**config.mk**
```make
export PLATFORM = sky130hd
export DESIGN_NAME = free_list_slot_allocator_flat
export DESIGN_NICKNAME = d
export VERILOG_FILES = /design/src/rtl/fls_pkg.sv /design/src/rtl/fls_in_if.sv /design/src/rtl/fls_out_if.sv /design/src/rtl/free_list_slot_allocator.sv /design/src/flat_wrapper.sv
export SDC_FILE = /design/constraint.sdc
export NUM_CORES = 2
export LEC_CHECK = 0
export BUFFER_PORTS_ARGS = -buffer_cell sky130_fd_sc_hd__buf_2
export CORE_UTILIZATION = 35
export DETAILED_ROUTE_END_ITERATION = 10
export MAX_ROUTING_LAYER = met4
export PLACE_DENSITY = 0.6
export SLEW_MARGIN = 10
export SYNTH_ARGS = -nofsm -noshare
export SYNTH_HDL_FRONTEND = slang
export SYNTH_SLANG_ARGS = --single-unit
```
**constraint.sdc**
```tcl
create_clock -name clk -period 13.15 [get_ports clk]
set_input_delay 0 -clock clk [delete_from_list [all_inputs] [get_ports clk]]
set_output_delay 0 -clock clk [all_outputs]
set_load 0.1 [all_outputs]
```
**src/rtl/fls_pkg.sv**
```systemverilog
// fls_pkg: shared constants, codes and state type of the free list slot allocator
// no dependencies; used by the channel interfaces and the top level
`timescale 1ns / 1ps

package fls_pkg;

    // table geometry
    localparam int ENTRIES = 256;
    localparam int IDX_W   = $clog2(ENTRIES);
    localparam int LINK_W  = IDX_W + 1;
    localparam int COUNT_W = IDX_W + 1;

    // highest slot index
    localparam logic [IDX_W-1:0] LAST_SLOT = IDX_W'(ENTRIES - 1);

    // payload widths of the channels
    localparam int FUNC_W   = 2;
    localparam int SLOT_W   = 8;
    localparam int STATUS_W = 2;

    // end of list marker: any link or head at or above it means empty
    localparam logic [LINK_W-1:0] LIST_END = LINK_W'(ENTRIES);

    // operation codes
    localparam logic [FUNC_W-1:0] FUNC_ALLOC   = 2'd0;
    localparam logic [FUNC_W-1:0] FUNC_FREE    = 2'd1;
    localparam logic [FUNC_W-1:0] FUNC_REORDER = 2'd2;

    // result status codes
    localparam logic [STATUS_W-1:0] STAT_OK     = 2'd0;
    localparam logic [STATUS_W-1:0] STAT_FULL   = 2'd1;
    localparam logic [STATUS_W-1:0] STAT_DOUBLE = 2'd2;

    // control sequencer states
    typedef enum logic [2:0] {
        ST_INIT,
        ST_IDLE,
        ST_EXEC,
        ST_WALK,
        ST_TAIL
    } state_t;

endpackage

```
**src/rtl/fls_in_if.sv**
```systemverilog
// fls_in_if: request channel of the allocator (valid, ready, operation and slot)
// depends on fls_pkg for payload widths
`timescale 1ns / 1ps

interface fls_in_if;

    logic                        valid;
    logic                        ready;
    logic [fls_pkg::FUNC_W-1:0]  func;
    logic [fls_pkg::SLOT_W-1:0]  slot_index;

    modport source (output valid, output func, output slot_index, input ready);
    modport sink   (input valid, input func, input slot_index, output ready);

endinterface

```
**src/rtl/fls_out_if.sv**
```systemverilog
// fls_out_if: response channel of the allocator (valid, ready, grant, status, count)
// depends on fls_pkg for payload widths
`timescale 1ns / 1ps

interface fls_out_if;

    logic                          valid;
    logic                          ready;
    logic [fls_pkg::SLOT_W-1:0]    granted_index;
    logic [fls_pkg::STATUS_W-1:0]  status;
    logic [fls_pkg::COUNT_W-1:0]   used_count;

    modport source (output valid, output granted_index, output status,
                    output used_count, input ready);
    modport sink   (input valid, input granted_index, input status,
                    input used_count, output ready);

endinterface

```
**src/rtl/free_list_slot_allocator.sv**
```systemverilog
// free_list_slot_allocator: linked free list over a table of slots, with link and
// free-mark memories; depends on fls_pkg, fls_in_if and fls_out_if
`timescale 1ns / 1ps

// channel  | dir | handshake    | payload
// ---------+-----+--------------+------------------------------------------
// req      | in  | valid/ready  | func, slot_index
// rsp      | out | valid/ready  | granted_index, status, used_count
//
// allocate, free and unused codes pass through accept (memory read issued)
// and then commit (read-modify-write of the link and free-mark memories)
// reorder reads the free mark of each slot in turn, then writes the tail link
// after reset a clearing pass writes link i+1 and a free mark
// to every slot; req.ready stays low until it ends
// a held result in the output register stalls the commit of the next item only

module free_list_slot_allocator (
    input  logic      clk,
    input  logic      rst_n,
    fls_in_if.sink    req,
    fls_out_if.source rsp
);

    // control state
    fls_pkg::state_t state_reg, state_next;
    logic [fls_pkg::LINK_W-1:0]  head_reg, head_next;
    logic [fls_pkg::COUNT_W-1:0] in_use_reg, in_use_next;
    logic [fls_pkg::IDX_W-1:0]   scan_reg, scan_next;
    logic [fls_pkg::IDX_W-1:0]   last_reg, last_next;
    logic                        have_last_reg, have_last_next;
    logic                        out_valid_reg, out_valid_next;

    // item and result payload
    logic [fls_pkg::FUNC_W-1:0]   func_reg, func_next;
    logic [fls_pkg::SLOT_W-1:0]   slot_reg, slot_next;
    logic [fls_pkg::SLOT_W-1:0]   granted_reg, granted_next;
    logic [fls_pkg::STATUS_W-1:0] status_reg, status_next;
    logic [fls_pkg::COUNT_W-1:0]  used_reg, used_next;

    // link memory
    logic [fls_pkg::LINK_W-1:0] link_mem [fls_pkg::ENTRIES];
    logic                        link_re;
    logic [fls_pkg::IDX_W-1:0]   link_raddr;
    logic [fls_pkg::LINK_W-1:0]  link_rdata_reg;
    logic                        link_we;
    logic [fls_pkg::IDX_W-1:0]   link_waddr;
    logic [fls_pkg::LINK_W-1:0]  link_wdata;
    logic [fls_pkg::LINK_W-1:0]  link_rd;

    // free-mark memory
    logic                        free_mem [fls_pkg::ENTRIES];
    logic                        free_re;
    logic [fls_pkg::IDX_W-1:0]   free_raddr;
    logic                        free_rdata_reg;
    logic                        free_we;
    logic [fls_pkg::IDX_W-1:0]   free_waddr;
    logic                        free_wdata;
    logic                        free_rd;

    logic accept;
    logic out_free;

    // handshakes
    assign req.ready         = (state_reg == fls_pkg::ST_IDLE);
    assign accept            = req.valid && req.ready;
    assign out_free          = !out_valid_reg || rsp.ready;
    assign rsp.valid         = out_valid_reg;
    assign rsp.granted_index = granted_reg;
    assign rsp.status        = status_reg;
    assign rsp.used_count    = used_reg;

    // registered read data
    assign link_rd = link_rdata_reg;
    assign free_rd = free_rdata_reg;

    // link memory: one write and one registered read per cycle
    always_ff @(posedge clk)
    begin
        if (link_we)
        begin
            link_mem[link_waddr] <= link_wdata;
        end
        if (link_re)
        begin
            link_rdata_reg <= link_mem[link_raddr];
        end
    end

    // free-mark memory: one write and one registered read per cycle
    always_ff @(posedge clk)
    begin
        if (free_we)
        begin
            free_mem[free_waddr] <= free_wdata;
        end
        if (free_re)
        begin
            free_rdata_reg <= free_mem[free_raddr];
        end
    end

    // next state
    always_comb
    begin
        state_next = state_reg;
        unique case (state_reg)
            fls_pkg::ST_INIT:
            begin
                if (scan_reg == fls_pkg::LAST_SLOT)
                begin
                    state_next = fls_pkg::ST_IDLE;
                end
            end
            fls_pkg::ST_IDLE:
            begin
                if (accept)
                begin
                    state_next = (req.func == fls_pkg::FUNC_REORDER) ? fls_pkg::ST_WALK
                                                                     : fls_pkg::ST_EXEC;
                end
            end
            fls_pkg::ST_EXEC:
            begin
                if (out_free)
                begin
                    state_next = fls_pkg::ST_IDLE;
                end
            end
            fls_pkg::ST_WALK:
            begin
                if (scan_reg == fls_pkg::LAST_SLOT)
                begin
                    state_next = fls_pkg::ST_TAIL;
                end
            end
            fls_pkg::ST_TAIL:
            begin
                state_next = fls_pkg::ST_EXEC;
            end
            default:
            begin
                state_next = fls_pkg::ST_IDLE;
            end
        endcase
    end

    // datapath and memory control
    always_comb
    begin
        head_next      = head_reg;
        in_use_next    = in_use_reg;
        scan_next      = scan_reg;
        last_next      = last_reg;
        have_last_next = have_last_reg;
        func_next      = func_reg;
        slot_next      = slot_reg;
        granted_next   = granted_reg;
        status_next    = status_reg;
        used_next      = used_reg;
        out_valid_next = out_valid_reg;
        link_re        = 1'b0;
        link_raddr     = head_reg[fls_pkg::IDX_W-1:0];
        link_we        = 1'b0;
        link_waddr     = last_reg;
        link_wdata     = fls_pkg::LIST_END;
        free_re        = 1'b0;
        free_raddr     = fls_pkg::IDX_W'(req.slot_index);
        free_we        = 1'b0;
        free_waddr     = fls_pkg::IDX_W'(slot_reg);
        free_wdata     = 1'b1;

        // result taken downstream
        if (rsp.valid && rsp.ready)
        begin
            out_valid_next = 1'b0;
        end

        unique case (state_reg)
            fls_pkg::ST_INIT:
            begin
                // clearing pass: slot i links to i+1 and is free
                link_we    = 1'b1;
                link_waddr = scan_reg;
                link_wdata = {1'b0, scan_reg} + fls_pkg::LINK_W'(1);
                free_we    = 1'b1;
                free_waddr = scan_reg;
                free_wdata = 1'b1;
                scan_next  = scan_reg + fls_pkg::IDX_W'(1);
            end
            fls_pkg::ST_IDLE:
            begin
                // latch the item and read both memories
                if (accept)
                begin
                    func_next = req.func;
                    slot_next = req.slot_index;
                    link_re   = 1'b1;
                    free_re   = 1'b1;
                    if (req.func == fls_pkg::FUNC_REORDER)
                    begin
                        free_raddr     = '0;
                        scan_next      = '0;
                        have_last_next = 1'b0;
                        head_next      = fls_pkg::LIST_END;
                    end
                end
            end
            fls_pkg::ST_WALK:
            begin
                // chain each free slot behind the previous one
                if (free_rd)
                begin
                    if (have_last_reg)
                    begin
                        link_we    = 1'b1;
                        link_waddr = last_reg;
                        link_wdata = {1'b0, scan_reg};
                    end
                    else
                    begin
                        head_next = {1'b0, scan_reg};
                    end
                    last_next      = scan_reg;
                    have_last_next = 1'b1;
                end
                if (scan_reg != fls_pkg::LAST_SLOT)
                begin
                    scan_next  = scan_reg + fls_pkg::IDX_W'(1);
                    free_re    = 1'b1;
                    free_raddr = scan_reg + fls_pkg::IDX_W'(1);
                end
            end
            fls_pkg::ST_TAIL:
            begin
                // terminate the rebuilt list
                if (have_last_reg)
                begin
                    link_we    = 1'b1;
                    link_waddr = last_reg;
                    link_wdata = fls_pkg::LIST_END;
                end
            end
            fls_pkg::ST_EXEC:
            begin
                // commit and load the result once the output register is free
                if (out_free)
                begin
                    granted_next   = '0;
                    status_next    = fls_pkg::STAT_OK;
                    out_valid_next = 1'b1;
                    case (func_reg)
                        fls_pkg::FUNC_ALLOC:
                        begin
                            if (head_reg >= fls_pkg::LIST_END)
                            begin
                                status_next = fls_pkg::STAT_FULL;
                            end
                            else
                            begin
                                granted_next = fls_pkg::SLOT_W'(head_reg[fls_pkg::IDX_W-1:0]);
                                head_next    = link_rd;
                                free_we      = 1'b1;
                                free_waddr   = head_reg[fls_pkg::IDX_W-1:0];
                                free_wdata   = 1'b0;
                                in_use_next  = in_use_reg + fls_pkg::COUNT_W'(1);
                            end
                        end
                        fls_pkg::FUNC_FREE:
                        begin
                            if (({1'b0, slot_reg} >= fls_pkg::LIST_END) || free_rd)
                            begin
                                status_next = fls_pkg::STAT_DOUBLE;
                            end
                            else
                            begin
                                free_we    = 1'b1;
                                free_waddr = fls_pkg::IDX_W'(slot_reg);
                                free_wdata = 1'b1;
                                link_we    = 1'b1;
                                link_waddr = fls_pkg::IDX_W'(slot_reg);
                                link_wdata = head_reg;
                                head_next  = {1'b0, slot_reg};
                                if (in_use_reg != '0)
                                begin
                                    in_use_next = in_use_reg - fls_pkg::COUNT_W'(1);
                                end
                            end
                        end
                        default:
                        begin
                            status_next = fls_pkg::STAT_OK;
                        end
                    endcase
                    used_next = in_use_next;
                end
            end
            default:
            begin
                out_valid_next = out_valid_reg;
            end
        endcase
    end

    // control registers
    always_ff @(posedge clk or negedge rst_n)
    begin
        if (!rst_n)
        begin
            state_reg     <= fls_pkg::ST_INIT;
            head_reg      <= '0;
            in_use_reg    <= '0;
            scan_reg      <= '0;
            last_reg      <= '0;
            have_last_reg <= 1'b0;
            out_valid_reg <= 1'b0;
        end
        else
        begin
            state_reg     <= state_next;
            head_reg      <= head_next;
            in_use_reg    <= in_use_next;
            scan_reg      <= scan_next;
            last_reg      <= last_next;
            have_last_reg <= have_last_next;
            out_valid_reg <= out_valid_next;
        end
    end

    // payload registers
    always_ff @(posedge clk)
    begin
        func_reg    <= func_next;
        slot_reg    <= slot_next;
        granted_reg <= granted_next;
        status_reg  <= status_next;
        used_reg    <= used_next;
    end

    // checks
    a_count_range: assert property (@(posedge clk) disable iff (!rst_n)
        in_use_reg <= fls_pkg::COUNT_W'(fls_pkg::ENTRIES))
        else $error("used count beyond table size");

    a_head_range: assert property (@(posedge clk) disable iff (!rst_n)
        head_reg <= fls_pkg::LIST_END)
        else $error("free head beyond end marker");

    a_full_means_all_used: assert property (@(posedge clk) disable iff (!rst_n)
        (out_valid_reg && status_reg == fls_pkg::STAT_FULL)
            |-> (granted_reg == '0 && used_reg == fls_pkg::COUNT_W'(fls_pkg::ENTRIES)))
        else $error("full reported while slots remain");

    a_walk_steps: assert property (@(posedge clk) disable iff (!rst_n)
        (state_reg == fls_pkg::ST_WALK && scan_reg != fls_pkg::LAST_SLOT)
            |=> (state_reg == fls_pkg::ST_WALK
                 && scan_reg == $past(scan_reg) + fls_pkg::IDX_W'(1)))
        else $error("reorder walk skipped a slot");

endmodule

```
**src/flat_wrapper.sv**
```systemverilog
// flat-port wrapper written by rule: the top's interface ports become plain ports
module free_list_slot_allocator_flat 
  (clk, rst_n, req_valid, req_func, req_slot_index, req_ready, rsp_valid, rsp_granted_index, rsp_status, rsp_used_count, rsp_ready);
  fls_in_if req_i ();
  fls_out_if rsp_i ();
  input  logic clk;
  input  logic rst_n;
  input wire logic [$bits(req_i.valid)-1:0] req_valid;
  input wire logic [$bits(req_i.func)-1:0] req_func;
  input wire logic [$bits(req_i.slot_index)-1:0] req_slot_index;
  output wire logic [$bits(req_i.ready)-1:0] req_ready;
  output wire logic [$bits(rsp_i.valid)-1:0] rsp_valid;
  output wire logic [$bits(rsp_i.granted_index)-1:0] rsp_granted_index;
  output wire logic [$bits(rsp_i.status)-1:0] rsp_status;
  output wire logic [$bits(rsp_i.used_count)-1:0] rsp_used_count;
  input wire logic [$bits(rsp_i.ready)-1:0] rsp_ready;
  assign req_i.valid = req_valid;
  assign req_i.func = req_func;
  assign req_i.slot_index = req_slot_index;
  assign req_ready = req_i.ready;
  assign rsp_valid = rsp_i.valid;
  assign rsp_granted_index = rsp_i.granted_index;
  assign rsp_status = rsp_i.status;
  assign rsp_used_count = rsp_i.used_count;
  assign rsp_i.ready = rsp_ready;
  free_list_slot_allocator u_core (.clk(clk), .rst_n(rst_n), .req(req_i), .rsp(rsp_i));
endmodule
```
* Word-level counts from Yosys, hierarchy flattened
Memory sizes are Yosys's and may differ from the RTL's. A register that Yosys moved wholly into a read port is not among the register bits. Cells that the tools add are included.
Word-level totals: memories 2, memory bits (writable) 2560, word-level logic and storage cells 132, bits of input ports 14, bits in registers 68, output and inout port bits 21
Cells by class: add/sub/neg operators 4, $lt $le $gt $ge 1, eq/ne operators 19, bitwise logic cells 1, reduce and logical (&&, ||, !) cells 20, muxes and demuxes 73
Memory list:
- u_core.link_mem | words 256, bits a word 9, read ports 1, clocked after memory_dff 1, write ports 1, RTL line free_list_slot_allocator.sv:41 | logic [fls_pkg::LINK_W-1:0] link_mem [fls_pkg::ENTRIES];
- u_core.free_mem | words 256, bits a word 1, read ports 1, clocked after memory_dff 1, write ports 1, RTL line free_list_slot_allocator.sv:51 | logic free_mem [fls_pkg::ENTRIES];
Operators with widths (number):
- $mux W9 | 15
- $mux W8 | 12
- $pmux W9 S3 | 2
- $pmux W8 S2 | 3
- $pmux W9 S2 | 2
- $mux W1 | 25
- $pmux W8 S3 | 1
- $pmux W3 S5 | 1
- $mux W3 | 4
- $reduce_and A4 Y1 | 3
- $ne A2 B1 Y1 const B | 5
- $pmux W1 S2 | 5
- $add A8 B1 Y9 const B | 1
- $add A9 B1 Y9 const B | 1
- $ge A9 B9 Y1 const B | 1
- $reduce_and A9 Y1 | 1
- $reduce_bool A9 Y1 | 1
- $sub A9 B1 Y9 const B | 1
- $add A8 B1 Y8 const B | 1
- $eq A8 B8 Y1 const B | 1
- $ne A8 B8 Y1 const B | 1
- $eq A3 B2 Y1 const B | 2
- $ne A2 B2 Y1 const B | 3
- $ne A3 B3 Y1 const B | 2
- 19 further kinds | 24

* Depth between registers and ports, before layout
word-level depth 7, mapped depth 15, depth with buffers taken out 11

* Worst setup path after synthesis
OpenSTA, ideal clock, no wires.
path kind register -> register, from register u_core.scan_reg[1] (netlist bit), to memory u_core.link_mem[0][6] (netlist bit), data pin, setup slack -0.299 ns, period minus slack after synthesis 13.449 ns, data required time 10.963 ns, arrival time 11.262 ns, stages on the path, launching flop included 7, path through dfrtp_1 > ha_1 > and3_1 > clkbuf_1 > nand3_1 > xor2_1 > o21ai_0
On the way: word-level cells in the longest chain between the ends 2
Ends and longest elaborated chain:
- from (decl) | RTL line free_list_slot_allocator.sv:28 | logic [fls_pkg::IDX_W-1:0] scan_reg, scan_next;
- from (signal assigned) | RTL line free_list_slot_allocator.sv:322 | scan_reg <= scan_next;
- $add A8 B1 Y9 | RTL line free_list_slot_allocator.sv:184 | link_wdata = {1'b0, scan_reg} + fls_pkg::LINK_W'(1);
- $pmux W9 S3 | RTL line free_list_slot_allocator.sv:178 | unique case (state_reg)
- via u_core.link_wdata, one bit | RTL line free_list_slot_allocator.sv:47 | logic [fls_pkg::LINK_W-1:0] link_wdata;
- to (decl) | RTL line free_list_slot_allocator.sv:41
The timed path passes the listed nets, and every way through them passes these cells.

* Worst setup path after layout
from register u_core.state_reg[0], to memory u_core.link_mem[233][4] (netlist bit) (enable)
On the way: word-level cells in the longest chain between the ends 4, elaborated cells between the ends (all ways) 8, classes of those cells eq/ne: 3; mux: 4; reduce/logical: 1
Ends and longest elaborated chain:
- from (decl) | RTL line free_list_slot_allocator.sv:25 | fls_pkg::state_t state_reg, state_next;
- from (signal assigned) | RTL line free_list_slot_allocator.sv:309 | state_reg <= fls_pkg::ST_INIT;
- from (signal assigned) | RTL line free_list_slot_allocator.sv:319 | state_reg <= state_next;
- $eq A3 B2 Y1 (tied with other cells) | RTL line free_list_slot_allocator.sv:178
- $pmux W1 S4 | RTL line free_list_slot_allocator.sv:178
- $mux W1 | RTL line free_list_slot_allocator.sv:79 | if (link_we)
- $mux W1 (not written as such) | RTL line free_list_slot_allocator.sv:81 | link_mem[link_waddr] <= link_wdata;
Parallel ways exist; a longest one is shown, timed or not.

==> reports/metrics.csv <==
stage,metric,value,unit
timing,setup-violations-final,0,
layout,drive_above_1_share,0.243,
detailed_routing,first_pass_iters,6,
global_route,grt_pass1_wl,374000,µm
timing,rsz0062_at_grt,no,
power_and_ir_drop,power,0.0270,W
setup_path,ff2ff_setup_slack,7.38,ns
setup_path,critPathLaunchType,flop,
worst_hold_path,hold_path_depth,2,
detailed_routing,wirelength,261000,µm
setup_path,worstSetupPathType,flop to flop,
layout,syn_to_final_growth,12.9,%
synthesis,netlist_instances,5071,
synthesis,ys_seq_area_frac,0.760,
layout,regMostFlops,u_core.link_mem,
placement,gp_congestion,0.835,
worst_hold_path,hold_path_startpoint,req_func[1],
flow_run,max_cap_viol_count,0,
layout,final_common_cell,edfxtp_1,
timing,layout_min_cycle_time,5.77,ns
clock_tree,root_buffer,clkbuf_16,
detailed_routing,first_iter_violations,6698,
detailed_routing,vias,51200,
clock_tree,cts_inserted_buffers,269,
clock_tree,cts.sinks,2638,
die,die_h,547,µm
layout,largest_reg_flops,2304,
die,rows,199,
synthesis,ys_warn_count,0,
clock_tree,clock_latency,0.84,ns
timing,relSlewSlack,0.125,
setup_path,r2r-start,u_core.state_reg[0],
layout,fillerInstances,26000,
synthesis,synth_area,0.104,mm²
timing,slew_violations,0,
global_route,grt_usage,0.177,
detailed_routing,ant_nets,0,
clock_tree,cts_resized,0,
timing,fmaxAchievable,173,MHz
layout,layout_common_cells,"2599 x edfxtp_1, 765 x mux4_2, 565 x nor2_1, 278 x clkbuf_16, 276 x nand2_1",
die,start_util,0.353,
worst_hold_path,hold_class,input port to flop,
setup_path,critPathArrivalTime,6.23,ns
clock_tree,cts_tree,built,
synthesis,ys_types,63,
power_and_ir_drop,p_leak,36.0,nW
power_and_ir_drop,ir_drop,0.249,mV
die,dieWidth,547,µm
timing,fin_crit_sh,0.439,
clock_tree,path_clk_slew,0.06,ns
timing,clock-skew-final,0.0369,ns
run_status,outcome,completed,
detailed_routing,drc,0,
layout,stdcell_count,9283,
die,core-area,0.295,mm²
layout,reg.largest.list,"u_core.link_mem x2304, u_core.free_mem x256",
synthesis,synth_nets,5088,
clock_tree,cts_buffer_depth,4,
global_route,grt_antenna_before_repair,12,
detailed_routing,wl_per_cell,28.1,µm
worst_hold_path,min_to,u_core.func_reg[1],
placement,io_buffer_count,34,
synthesis,yosys_register_bits,2638,
clock_tree,cts_max_level,5,
timing,worst_slew_pin_slew,1.31,ns
setup_path,reg2regPathDepth,8,
global_route,grt-ovfl-total,0,
detailed_routing,vias_per_cell,5.52,
synthesis,async_flop_share,0.0148,
synthesis,syn_avg_cell_area,20.5,µm²
power_and_ir_drop,power_density,230,mW/mm²
timing,final_hold_viol_count,0,
setup_path,worstReg2RegEnd,u_core.link_mem[233][4],
die,dieArea,0.299,mm²
setup_path,path_max_fanout,18,
layout,fin_nets,5185,
die,io_pins,35,
global_route,grt_pass1_vias,50700,
placement,dp_hpwl,147000,µm
setup_path,required,13.61,ns
setup_path,cp-end-kind,flop,
global_route,grt_max_degree,193,
synthesis,synth-main-ff-cell,edfxtp_1,
placement,place_inst,8794,
synthesis,synth_edf_count,2599,
## power breakdown
group | switching, W | internal, W | total (W)
sequential | 0.000337 | 0.0105 | 0.0109
clock | 0.00314 | 0.00425 | 0.00739
combinational | 0.00558 | 0.00314 | 0.00872
## how the worst max path moves through the flow
stage,slack [ns],endpoint,cells after the start,start
2_1_floorplan,-0.17,u_core.link_mem[0][5],5,u_core.state_reg[2]
3_3_place_gp,7.51,u_core.link_mem[118][6],10,u_core.func_reg[1]
3_5_place_dp,7.50,u_core.link_rd[4],6,u_core.head_reg[0]
4_1_cts,7.48,u_core.link_mem[118][4],10,u_core.func_reg[1]
5_1_grt,7.13,u_core.link_mem[118][4],10,u_core.func_reg[1]
6_report,7.38,u_core.link_mem[233][4],8,u_core.state_reg[0]
## metal layers
layer | vias up | global-route usage | share of wire
met4 | 0 | 0.0397 | 0.020
met5 | - | - | 0
li1 | 21000 | - | -
met2 | 2251 | 0.271 | 0.48
met1 | 27600 | 0.250 | 0.42
met3 | 378 | 0.0274 | 0.081
## worst max-delay path, stage by stage (launching register included)
cell and delay (ns):
dfrtp_1 0.55, nor2_1 0.75, nand2_1 0.74, o22ai_1 0.39, a21o_1 0.16, nand2_1 0.10
nor2_1 0.98, nand2_1 0.82, nor2_1 0.88
## cell families after synthesis
kind of cell / share of synthesized area
AOI/OAI and AO/OA: 0.0169
DFF: 0.760
buffers and inverters: 0.0123
xor gates and xnor gates: 0.00168
and+or+nand+nor: 0.0394
muxes: 0.170
adders and majority gates: 0.000361
## cells in the mapped netlist (12+ instances only)
library cell	count	share of area
a21oi_1	106	0.0051
a22oi_1	20	0.0014
a31oi_1	16	0.00096
a32oi_1	12	0.0010
and2_1	17	0.0010
buf_1	50	0.0018
buf_2	48	0.0023
clkbuf_1	213	0.0077
dfrtp_1	39	0.0094
edfxtp_1	2599	0.75
inv_1	14	0.00051
mux2_2	16	0.0017
mux2i_1	22	0.0021
mux4_2	765	0.17
nand2_1	294	0.011
nand3_1	53	0.0026
nor2_1	570	0.021
nor2b_1	20	0.0012
o21ai_0	32	0.0015
o22ai_1	16	0.00096
## through the flow
stage | setup TNS, ns | hold WS, ns | cell area [µm²] | worst slack (ns) | utilization
after floorplan | -86.79 | -0.296 | 104000 | -0.170 | -
after global placement | 0 | 0.185 | 109000 | 7.51 | 0.369
after detailed placement | 0 | 0.214 | 109000 | 7.50 | 0.369
after CTS | 0 | 0.000865 | 117000 | 7.48 | 0.398
after global routing | 0 | 0.0241 | 117000 | 7.13 | 0.398
final | 0 | 0.0756 | 117000 | 7.38 | 0.398
## cell type report
class                      count  area [µm²]  share of cell area
clock inverter               129        1110             0.00947
tap                         3919        4900              0.0418
multi-input combinational   2108       23900               0.204
clock buffer                 335        7220              0.0615
timing repair buffer         137        1160             0.00986
sequential                  2638       79000               0.673
antenna                        3        7.51           0.0000639
inverter                      14        60.1            0.000512
## what timing repair did
action | 4_1_cts | 5_1_grt
hold buffers | 22 | 0
endpoints found under the hold margin | 72 | 0
setup buffers | 0 | 0
No activity file was read; power rests on OpenSTA's default activity.
